<file path="src/tti_pkg.sv">
// Thermistor table interpolator: shared constants, calibration tables,
// controller/datapath command and status types. No dependencies.
package tti_pkg;

  localparam int TableEntriesDef = 25;
  localparam int NumTablesDef    = 2;

  localparam int CodeW   = 16;
  localparam int TempW   = 11;
  localparam int QuotW   = 6;
  localparam int SegStep = 50;
  localparam int BaseOff = 200;
  localparam int MulW    = CodeW + QuotW;
  localparam int AccW    = 16;

  localparam int CalTables  = 2;
  localparam int CalEntries = 25;

  localparam logic [CodeW-1:0] CalTab [CalTables][CalEntries] = '{
    '{16'h65B6, 16'h64EE, 16'h63FD, 16'h62DD, 16'h618A, 16'h5FFF, 16'h5E35, 16'h5C29,
      16'h59D6, 16'h573D, 16'h545E, 16'h513F, 16'h4DE5, 16'h4A5A, 16'h46A7, 16'h42D8,
      16'h3EF7, 16'h3B10, 16'h372D, 16'h335A, 16'h2F9F, 16'h2C05, 16'h2894, 16'h2552,
      16'h2242},
    '{16'h91C7, 16'h8DD7, 16'h88F6, 16'h8313, 16'h7C29, 16'h7446, 16'h6B90, 16'h623E,
      16'h5897, 16'h4EE8, 16'h457B, 16'h3C90, 16'h3454, 16'h2CE4, 16'h264C, 16'h2088,
      16'h1B8F, 16'h174F, 16'h13B3, 16'h10A7, 16'h0E17, 16'h0BEF, 16'h0A21, 16'h089D,
      16'h0757}
  };

  // entries beyond the calibrated tables read as zero
  function automatic logic [CodeW-1:0] cal_entry(input logic [1:0] row,
                                                 input logic [5:0] idx);
    logic [CodeW-1:0] v;
    v = '0;
    if (row < 2'(CalTables) && idx < 6'(CalEntries)) begin
      v = CalTab[row[0]][idx[4:0]];
    end
    return v;
  endfunction

  typedef struct packed {
    logic load;
    logic search_step;
    logic prep;
    logic div_step;
    logic emit;
  } cmd_t;

  typedef struct packed {
    logic search_last;
    logic div_last;
  } status_t;

endpackage

</file>
<file path="src/tti_if.sv">
// Valid/ready channel interfaces for the thermistor table interpolator.
// Depends on tti_pkg for field widths.
interface tti_in_if;
  logic                       valid;
  logic                       ready;
  logic [tti_pkg::CodeW-1:0]  adc_code;
  logic                       sensor_select;
  modport source (output valid, adc_code, sensor_select, input ready);
  modport sink   (input valid, adc_code, sensor_select, output ready);
endinterface

interface tti_out_if;
  logic                             valid;
  logic                             ready;
  logic signed [tti_pkg::TempW-1:0] temperature_tenths;
  logic                             in_range;
  logic                             sensor_echo;
  modport source (output valid, temperature_tenths, in_range, sensor_echo, input ready);
  modport sink   (input valid, temperature_tenths, in_range, sensor_echo, output ready);
endinterface

</file>
<file path="src/tti_ctrl.sv">
// Sequencing controller: search, prepare, divide, emit.
// Depends on tti_pkg for the command and status types.
module tti_ctrl (
  input  logic             clk_i,
  input  logic             rst_ni,
  input  logic             in_valid_i,
  output logic             in_ready_o,
  output logic             out_valid_o,
  input  logic             out_ready_i,
  output tti_pkg::cmd_t    cmd_o,
  input  tti_pkg::status_t status_i
);

  typedef enum logic [4:0] {
    S_IDLE   = 5'b00001,
    S_SEARCH = 5'b00010,
    S_PREP   = 5'b00100,
    S_DIVIDE = 5'b01000,
    S_FINISH = 5'b10000
  } state_e;

  state_e state_q, state_d;
  logic   out_valid_q, out_valid_d;

  always_comb begin
    state_d     = state_q;
    out_valid_d = out_valid_q;
    cmd_o       = '0;
    if (out_valid_q && out_ready_i) begin
      out_valid_d = 1'b0;
    end
    unique case (state_q)
      S_IDLE: begin
        if (in_valid_i) begin
          cmd_o.load = 1'b1;
          state_d    = S_SEARCH;
        end
      end
      S_SEARCH: begin
        cmd_o.search_step = 1'b1;
        if (status_i.search_last) begin
          state_d = S_PREP;
        end
      end
      S_PREP: begin
        cmd_o.prep = 1'b1;
        state_d    = S_DIVIDE;
      end
      S_DIVIDE: begin
        cmd_o.div_step = 1'b1;
        if (status_i.div_last) begin
          state_d = S_FINISH;
        end
      end
      S_FINISH: begin
        if (!out_valid_q || out_ready_i) begin
          cmd_o.emit  = 1'b1;
          out_valid_d = 1'b1;
          state_d     = S_IDLE;
        end
      end
      default: begin
        state_d = S_IDLE;
      end
    endcase
  end

  always_ff @(posedge clk_i or negedge rst_ni) begin
    if (!rst_ni) begin
      state_q     <= S_IDLE;
      out_valid_q <= 1'b0;
    end else begin
      state_q     <= state_d;
      out_valid_q <= out_valid_d;
    end
  end

  assign in_ready_o  = (state_q == S_IDLE);
  assign out_valid_o = out_valid_q;

endmodule

</file>
<file path="src/tti_datapath.sv">
// Datapath: range check, bitwise segment search over the calibration
// table, restoring divider and result register. Depends on tti_pkg.
module tti_datapath #(
  parameter int TABLE_ENTRIES = tti_pkg::TableEntriesDef,
  parameter int NUM_TABLES    = tti_pkg::NumTablesDef
) (
  input  logic                             clk_i,
  input  tti_pkg::cmd_t                    cmd_i,
  output tti_pkg::status_t                 status_o,
  input  logic [tti_pkg::CodeW-1:0]        adc_code_i,
  input  logic                             sensor_select_i,
  output logic signed [tti_pkg::TempW-1:0] temperature_o,
  output logic                             in_range_o,
  output logic                             sensor_echo_o
);

  localparam int KW      = (TABLE_ENTRIES > 2) ? $clog2(TABLE_ENTRIES - 1) : 1;
  localparam int RW      = (NUM_TABLES > 1) ? $clog2(NUM_TABLES) : 1;
  localparam int LastSeg = TABLE_ENTRIES - 2;
  localparam int CW      = (tti_pkg::QuotW > 1) ? $clog2(tti_pkg::QuotW) : 1;
  localparam int CodeW   = tti_pkg::CodeW;
  localparam int MulW    = tti_pkg::MulW;
  localparam int AccW    = tti_pkg::AccW;

  logic [CodeW-1:0]         code_q;
  logic                     sel_q;
  logic [RW-1:0]            row_q;
  logic                     range_q;
  logic [KW-1:0]            seg_q;
  logic [KW-1:0]            mask_q;
  logic [MulW-1:0]          num_q;
  logic [CodeW-1:0]         den_q;
  logic [tti_pkg::QuotW-1:0] quot_q;
  logic [CW-1:0]            cnt_q;

  logic signed [tti_pkg::TempW-1:0] temp_q;
  logic                             range_out_q;
  logic                             sel_out_q;

  logic [RW-1:0]    row_in;
  logic [CodeW-1:0] first_in, last_in;
  logic [KW-1:0]    probe;
  logic             probe_ok;
  logic [CodeW-1:0] hi, lo, diff, span;
  logic [MulW-1:0]  trial;
  logic signed [AccW-1:0] base, temp;
  logic             round_up;

  always_comb begin
    if (32'(sensor_select_i) < NUM_TABLES) begin
      row_in = RW'(sensor_select_i);
    end else begin
      row_in = RW'(NUM_TABLES - 1);
    end
    first_in = tti_pkg::cal_entry(2'(row_in), 6'(0));
    last_in  = tti_pkg::cal_entry(2'(row_in), 6'(TABLE_ENTRIES - 1));

    probe    = seg_q | mask_q;
    probe_ok = (32'(probe) <= LastSeg) &&
               (tti_pkg::cal_entry(2'(row_q), 6'(probe)) >= code_q);

    hi   = tti_pkg::cal_entry(2'(row_q), 6'(seg_q));
    lo   = tti_pkg::cal_entry(2'(row_q), 6'(32'(seg_q) + 1));
    diff = hi - code_q;
    span = hi - lo;

    trial = MulW'(den_q) << cnt_q;

    // truncation toward zero: negative segments round the fraction up
    base     = AccW'(tti_pkg::SegStep) * AccW'(seg_q) - AccW'(tti_pkg::BaseOff);
    round_up = base[AccW-1] && (num_q != '0);
    temp     = base + AccW'(quot_q) + AccW'(round_up);
  end

  always_ff @(posedge clk_i) begin
    if (cmd_i.load) begin
      code_q  <= adc_code_i;
      sel_q   <= sensor_select_i;
      row_q   <= row_in;
      range_q <= (adc_code_i <= first_in) && (adc_code_i > last_in);
      seg_q   <= '0;
      mask_q  <= KW'(1) << (KW - 1);
    end
    if (cmd_i.search_step) begin
      if (probe_ok) begin
        seg_q <= probe;
      end
      mask_q <= mask_q >> 1;
    end
    if (cmd_i.prep) begin
      num_q  <= MulW'(diff) * MulW'(tti_pkg::SegStep);
      den_q  <= span;
      quot_q <= '0;
      cnt_q  <= CW'(tti_pkg::QuotW - 1);
    end
    if (cmd_i.div_step) begin
      if (num_q >= trial) begin
        num_q         <= num_q - trial;
        quot_q[cnt_q] <= 1'b1;
      end
      cnt_q <= cnt_q - CW'(1);
    end
    if (cmd_i.emit) begin
      temp_q      <= range_q ? tti_pkg::TempW'(temp) : '0;
      range_out_q <= range_q;
      sel_out_q   <= sel_q;
    end
  end

  assign status_o.search_last = mask_q[0];
  assign status_o.div_last    = (cnt_q == '0);

  assign temperature_o = temp_q;
  assign in_range_o    = range_out_q;
  assign sensor_echo_o = sel_out_q;

endmodule

</file>
<file path="src/thermistor_table_interpolator.sv">
// Thermistor table interpolator, top level: controller plus datapath.
// Depends on tti_pkg, tti_if, tti_ctrl and tti_datapath.
//
// Usage: in_i carries one word per ADC sample (adc_code, sensor_select);
// out_o returns one word per sample (temperature_tenths, in_range,
// sensor_echo). Codes outside the selected table's span give in_range = 0
// and a temperature of 0.
// The segment is found by a bitwise search over the table, one probe per
// cycle, ceil(log2(TABLE_ENTRIES-1)) probes (5 by default); then a prepare
// step forms the difference, span and 50x numerator, and a restoring
// divider produces the 6-bit fraction, one bit per cycle, after which the
// result is loaded into the result register that drives out_o.
// One word in flight: in_i.ready rises again in the same cycle that the
// result appears on out_o.
// The result register lets the next word start while a result waits; if
// the receiver stalls, the following result holds in the divider until
// the register frees.
// Reset clears the controller and the output valid; no clearing pass.
module thermistor_table_interpolator #(
  parameter int TABLE_ENTRIES = tti_pkg::TableEntriesDef,
  parameter int NUM_TABLES    = tti_pkg::NumTablesDef
) (
  input  logic  clk_i,
  input  logic  rst_ni,
  tti_in_if.sink    in_i,
  tti_out_if.source out_o
);

  tti_pkg::cmd_t    cmd;
  tti_pkg::status_t status;

  tti_ctrl u_ctrl (
    .clk_i       (clk_i),
    .rst_ni      (rst_ni),
    .in_valid_i  (in_i.valid),
    .in_ready_o  (in_i.ready),
    .out_valid_o (out_o.valid),
    .out_ready_i (out_o.ready),
    .cmd_o       (cmd),
    .status_i    (status)
  );

  tti_datapath #(
    .TABLE_ENTRIES (TABLE_ENTRIES),
    .NUM_TABLES    (NUM_TABLES)
  ) u_datapath (
    .clk_i           (clk_i),
    .cmd_i           (cmd),
    .status_o        (status),
    .adc_code_i      (in_i.adc_code),
    .sensor_select_i (in_i.sensor_select),
    .temperature_o   (out_o.temperature_tenths),
    .in_range_o      (out_o.in_range),
    .sensor_echo_o   (out_o.sensor_echo)
  );

endmodule

</file>
<file path="src/flat_wrapper.sv">
// flat-port wrapper written by rule: the top's interface ports become plain ports
module thermistor_table_interpolator_flat 
#(
  parameter int TABLE_ENTRIES = tti_pkg::TableEntriesDef,
  parameter int NUM_TABLES    = tti_pkg::NumTablesDef
)
  (clk_i, rst_ni, in_i_valid, in_i_adc_code, in_i_sensor_select, in_i_ready, out_o_valid, out_o_temperature_tenths, out_o_in_range, out_o_sensor_echo, out_o_ready);
  tti_in_if in_i_i ();
  tti_out_if out_o_i ();
  input  logic clk_i;
  input  logic rst_ni;
  input wire logic [$bits(in_i_i.valid)-1:0] in_i_valid;
  input wire logic [$bits(in_i_i.adc_code)-1:0] in_i_adc_code;
  input wire logic [$bits(in_i_i.sensor_select)-1:0] in_i_sensor_select;
  output wire logic [$bits(in_i_i.ready)-1:0] in_i_ready;
  output wire logic [$bits(out_o_i.valid)-1:0] out_o_valid;
  output wire logic [$bits(out_o_i.temperature_tenths)-1:0] out_o_temperature_tenths;
  output wire logic [$bits(out_o_i.in_range)-1:0] out_o_in_range;
  output wire logic [$bits(out_o_i.sensor_echo)-1:0] out_o_sensor_echo;
  input wire logic [$bits(out_o_i.ready)-1:0] out_o_ready;
  assign in_i_i.valid = in_i_valid;
  assign in_i_i.adc_code = in_i_adc_code;
  assign in_i_i.sensor_select = in_i_sensor_select;
  assign in_i_ready = in_i_i.ready;
  assign out_o_valid = out_o_i.valid;
  assign out_o_temperature_tenths = out_o_i.temperature_tenths;
  assign out_o_in_range = out_o_i.in_range;
  assign out_o_sensor_echo = out_o_i.sensor_echo;
  assign out_o_i.ready = out_o_ready;
  thermistor_table_interpolator #(.TABLE_ENTRIES(TABLE_ENTRIES), .NUM_TABLES(NUM_TABLES)) u_core (.clk_i(clk_i), .rst_ni(rst_ni), .in_i(in_i_i), .out_o(out_o_i));
endmodule
</file>
<file path="config.mk">
export PLATFORM = sky130hd
export DESIGN_NAME = thermistor_table_interpolator_flat
export DESIGN_NICKNAME = d
export VERILOG_FILES = /design/src/tti_pkg.sv /design/src/tti_if.sv /design/src/tti_ctrl.sv /design/src/tti_datapath.sv /design/src/thermistor_table_interpolator.sv /design/src/flat_wrapper.sv
export SDC_FILE = /design/constraint.sdc
export NUM_CORES = 1
export LEC_CHECK = 0
export BUFFER_PORTS_ARGS = -buffer_cell sky130_fd_sc_hd__buf_2
export CORE_MARGIN = 3
export CORE_UTILIZATION = 50
export DETAILED_ROUTE_END_ITERATION = 10
export PLACE_DENSITY = 0.74
export SETUP_SLACK_MARGIN = 0.2
export SLEW_MARGIN = 25
export SYNTH_ARGS = -nofsm -noshare
export SYNTH_HDL_FRONTEND = slang
export SYNTH_SLANG_ARGS = --single-unit
</file>
<file path="constraint.sdc">
create_clock -name clk_i -period 10.83 [get_ports clk_i]
set_input_delay 2.166 -clock clk_i [delete_from_list [all_inputs] [get_ports clk_i]]
set_output_delay 2.166 -clock clk_i [all_outputs]
set_load 0.03 [all_outputs]
</file>
==> qor.csv <==
metric,value,unit
# setup viols final,0,
cell repeated most along the worst path,ha_1,
routability cong.,1.031,
post-cts sizing count,0,
Max clock buf depth,2,
DRC viols,0,
Antenna diodes,0,
vias in the first global route,11660,
die area,28190,um2
RSZ-0062 raised after global routing,no,
Worst Skew,0.008071,ns
cell taking the most area after synthesis,ha_1,
Slew Limit Fails,0,
fmax,118.5,MHz
core area,25470,um2
Synth Register Bits,94,
"most common cell after layout, fill and taps aside",ha_1,
R2R cell count,31,
Final ANT Viol Nets,0,
Reg-to-Reg End,u_core.u_datapath.num_q[20],
vias per cell,6.366,
min cycle time layout,8.441,ns
"Seq/Total Area, Yosys",18.72,%
Final Net Count,1842,
final HPWL from detailed placement,29230,um
final-layout fill cell count,2354,
Top Ports,36,
critical-path maximum fanout,47,
Avg WL per Cell,19.55,um
grt total ovfl,0,
Layout area overhead,5.317,%
Synth cell types,81,
Post-synth top flop,edfxtp_1,
Netlist Area Pre-Place,13110,um2
Root Driver,clkbuf_16,
H-tree depth,3,
chip height,167.9,um
type of origin of the critical path,flop,
HP Class,flop to flop,
Synth Area per Inst,7.944,um2
R2R Path Start,u_core.u_datapath.row_q,
clock sinks,94,
# rows,58,
"Clk Latency, worst-skew pair",0.37,ns
CTS Buf Count,9,
CTS tree,done,
drt pass-1 iters,8,
antenna violations before repair,0,
Worst setup startpoint,u_core.u_datapath.row_q,
Area after DPL,13500,um2
Post-CTS Setup Inserts,0,
Final Hold Fails,0,
post-route cell area,13800,um2
share of the synthesized area in the top cell type,17.37,%
crit share post-route,77.94,%
outcome,"complete, no violations",
CP required,11.07,ns
Worst-Margin Slew,1.008,ns
Total GRT Usage,26.56,%
Worst R2R Setup Slack,2.39,ns
Syn Nets,1869,
Syn Inst Count,1650,
# Max-Cap Violations,0,
"Clk pin slew, worst setup/hold paths",0.08,ns
crit path DAT,8.68,ns
final wirelength,38270,um
first-pass GRT wire length,61730,um
Starting Density,51.46,%
Die W,167.9,um
slowest CP cell,ha_1,
vias,12460,
Post-synth EDFFs,54,
setup TNS,0,ns
Buffers on Ports,35,
share of layout cells above drive strength 1,7.432,%
CP Capture Type,flop,
largest net degree at the start of global routing,63,
"slowest stage delay, CP",0.72,ns
top post-synthesis cells by area,"ha_1 17%, edfxtp_1 12%, dfxtp_1 5.2%",
DR iter-0 viols,1367,
crit path capture,u_core.u_datapath.num_q[20],
most frequent cells in the layout,"182 x ha_1, 150 x nand2_1, 133 x nor2_1, 126 x o21ai_0, 124 x a21oi_1",
Crit Path Category,flop to flop,
# hold bufs at CTS,0,
"FFs w/ async S/R, synth",6.383,%
relative slew slack,31.97,%
Yosys Warn Count,0,
[cell type report]
type	instances	area (um2)	area share [%]
multi-input cells	1352	9898	71.70
clock inverters	7	75.07	0.5438
repair buffers	54	317.8	2.302
clock buffers	9	225.2	1.631
inverters	112	420.4	3.045
well taps	330	412.9	2.991
flip-flops and latches	94	2455	17.78
[how the worst min path moves through the flow]
stage | start | endpoint | slack, ns | cells past startpoint
after floorplan | u_core.u_datapath.range_q | u_core.u_datapath.in_range_o | 0.44 | 0
after global placement | u_core.u_datapath.quot_q[3] | u_core.u_datapath.quot_q[3] | 0.47 | 1
after detailed placement | u_core.u_datapath.quot_q[3] | u_core.u_datapath.quot_q[3] | 0.48 | 1
after CTS | u_core.u_datapath.quot_q[3] | u_core.u_datapath.quot_q[3] | 0.49 | 1
after global routing | u_core.u_datapath.quot_q[3] | u_core.u_datapath.quot_q[3] | 0.50 | 1
final | u_core.u_datapath.quot_q[3] | u_core.u_datapath.quot_q[3] | 0.49 | 1
[registers in the layout (all words and copies together) (netlist names)]
| register | flops |
|---|---|
| u_core.u_ctrl.out_valid_o | 1 |
| u_core.u_ctrl.state_q | 5 |
| u_core.u_datapath.cnt_q | 3 |
| u_core.u_datapath.code_q | 16 |
| u_core.u_datapath.den_q | 16 |
| u_core.u_datapath.in_range_o | 1 |
| u_core.u_datapath.mask_q | 5 |
| u_core.u_datapath.num_q | 22 |
| u_core.u_datapath.quot_q | 6 |
| u_core.u_datapath.range_q | 1 |
| u_core.u_datapath.row_q | 1 |
| u_core.u_datapath.seg_q | 5 |
| u_core.u_datapath.sensor_echo_o | 1 |
| u_core.u_datapath.temperature_o | 11 |
[stage by stage]
stage	hold WS [ns]	util [%]	setup slack (ns)	instances
4_1_cts	0.4944	54.17	2.457	1958
5_1_grt	0.5038	54.19	1.844	1958
6_report	0.4880	54.19	2.389	1958
2_1_floorplan	0.4393	-	3.644	1650
3_3_place_gp	0.4742	52.95	2.882	1942
3_5_place_dp	0.4765	52.99	2.511	1942
[cell usage after synthesis, types with 31 or more instances]
cell type / n
nor2_1: 133
nand2_1: 150
clkbuf_1: 74
xnor2_1: 59
ha_1: 182
a21oi_1: 124
a211oi_1: 34
edfxtp_1: 54
nand3_1: 37
o21ai_0: 126
inv_1: 105
dfxtp_1: 34
a21o_1: 53
o211ai_1: 31
[worst max-delay path: cells and delay by family, from the launching register on]
kind	cells	cell delay, ns
xor gates and xnor gates	2	0.33
DFF	1	0.33
buffers and inverters	4	1.04
adders and majority gates	6	2.57
and+or+nand+nor	5	0.67
AOI/OAI and AO/OA	14	3.31
[kinds of logic (layout without fill, tap and decap cells)]
kind of cell | after synthesis | in the layout | synth area share (%)
and+or+nand+nor | 483 | 483 | 17.50
DFF | 94 | 94 | 18.72
buffers and inverters | 204 | 182 | 5.957
AOI/OAI and AO/OA | 534 | 534 | 26.81
muxes | 47 | 47 | 5.145
adders and majority gates | 200 | 200 | 19.99
xor gates and xnor gates | 88 | 88 | 5.880
[routing by layer]
| layer | up-vias | track usage, % | part of all wire [%] |
|---|---|---|---|
| met4 | 0 | 8.289 | 3.2 |
| met5 | - | 0 | 0 |
| li1 | 6030 | - | - |
| met2 | 538 | 43.64 | 46 |
| met3 | 76 | 3.616 | 7.0 |
| met1 | 5820 | 36.39 | 44 |
Power is left out: the tool's default activity adds up to more than one toggle a clock period on the data nets, which glitch-free logic cannot reach.
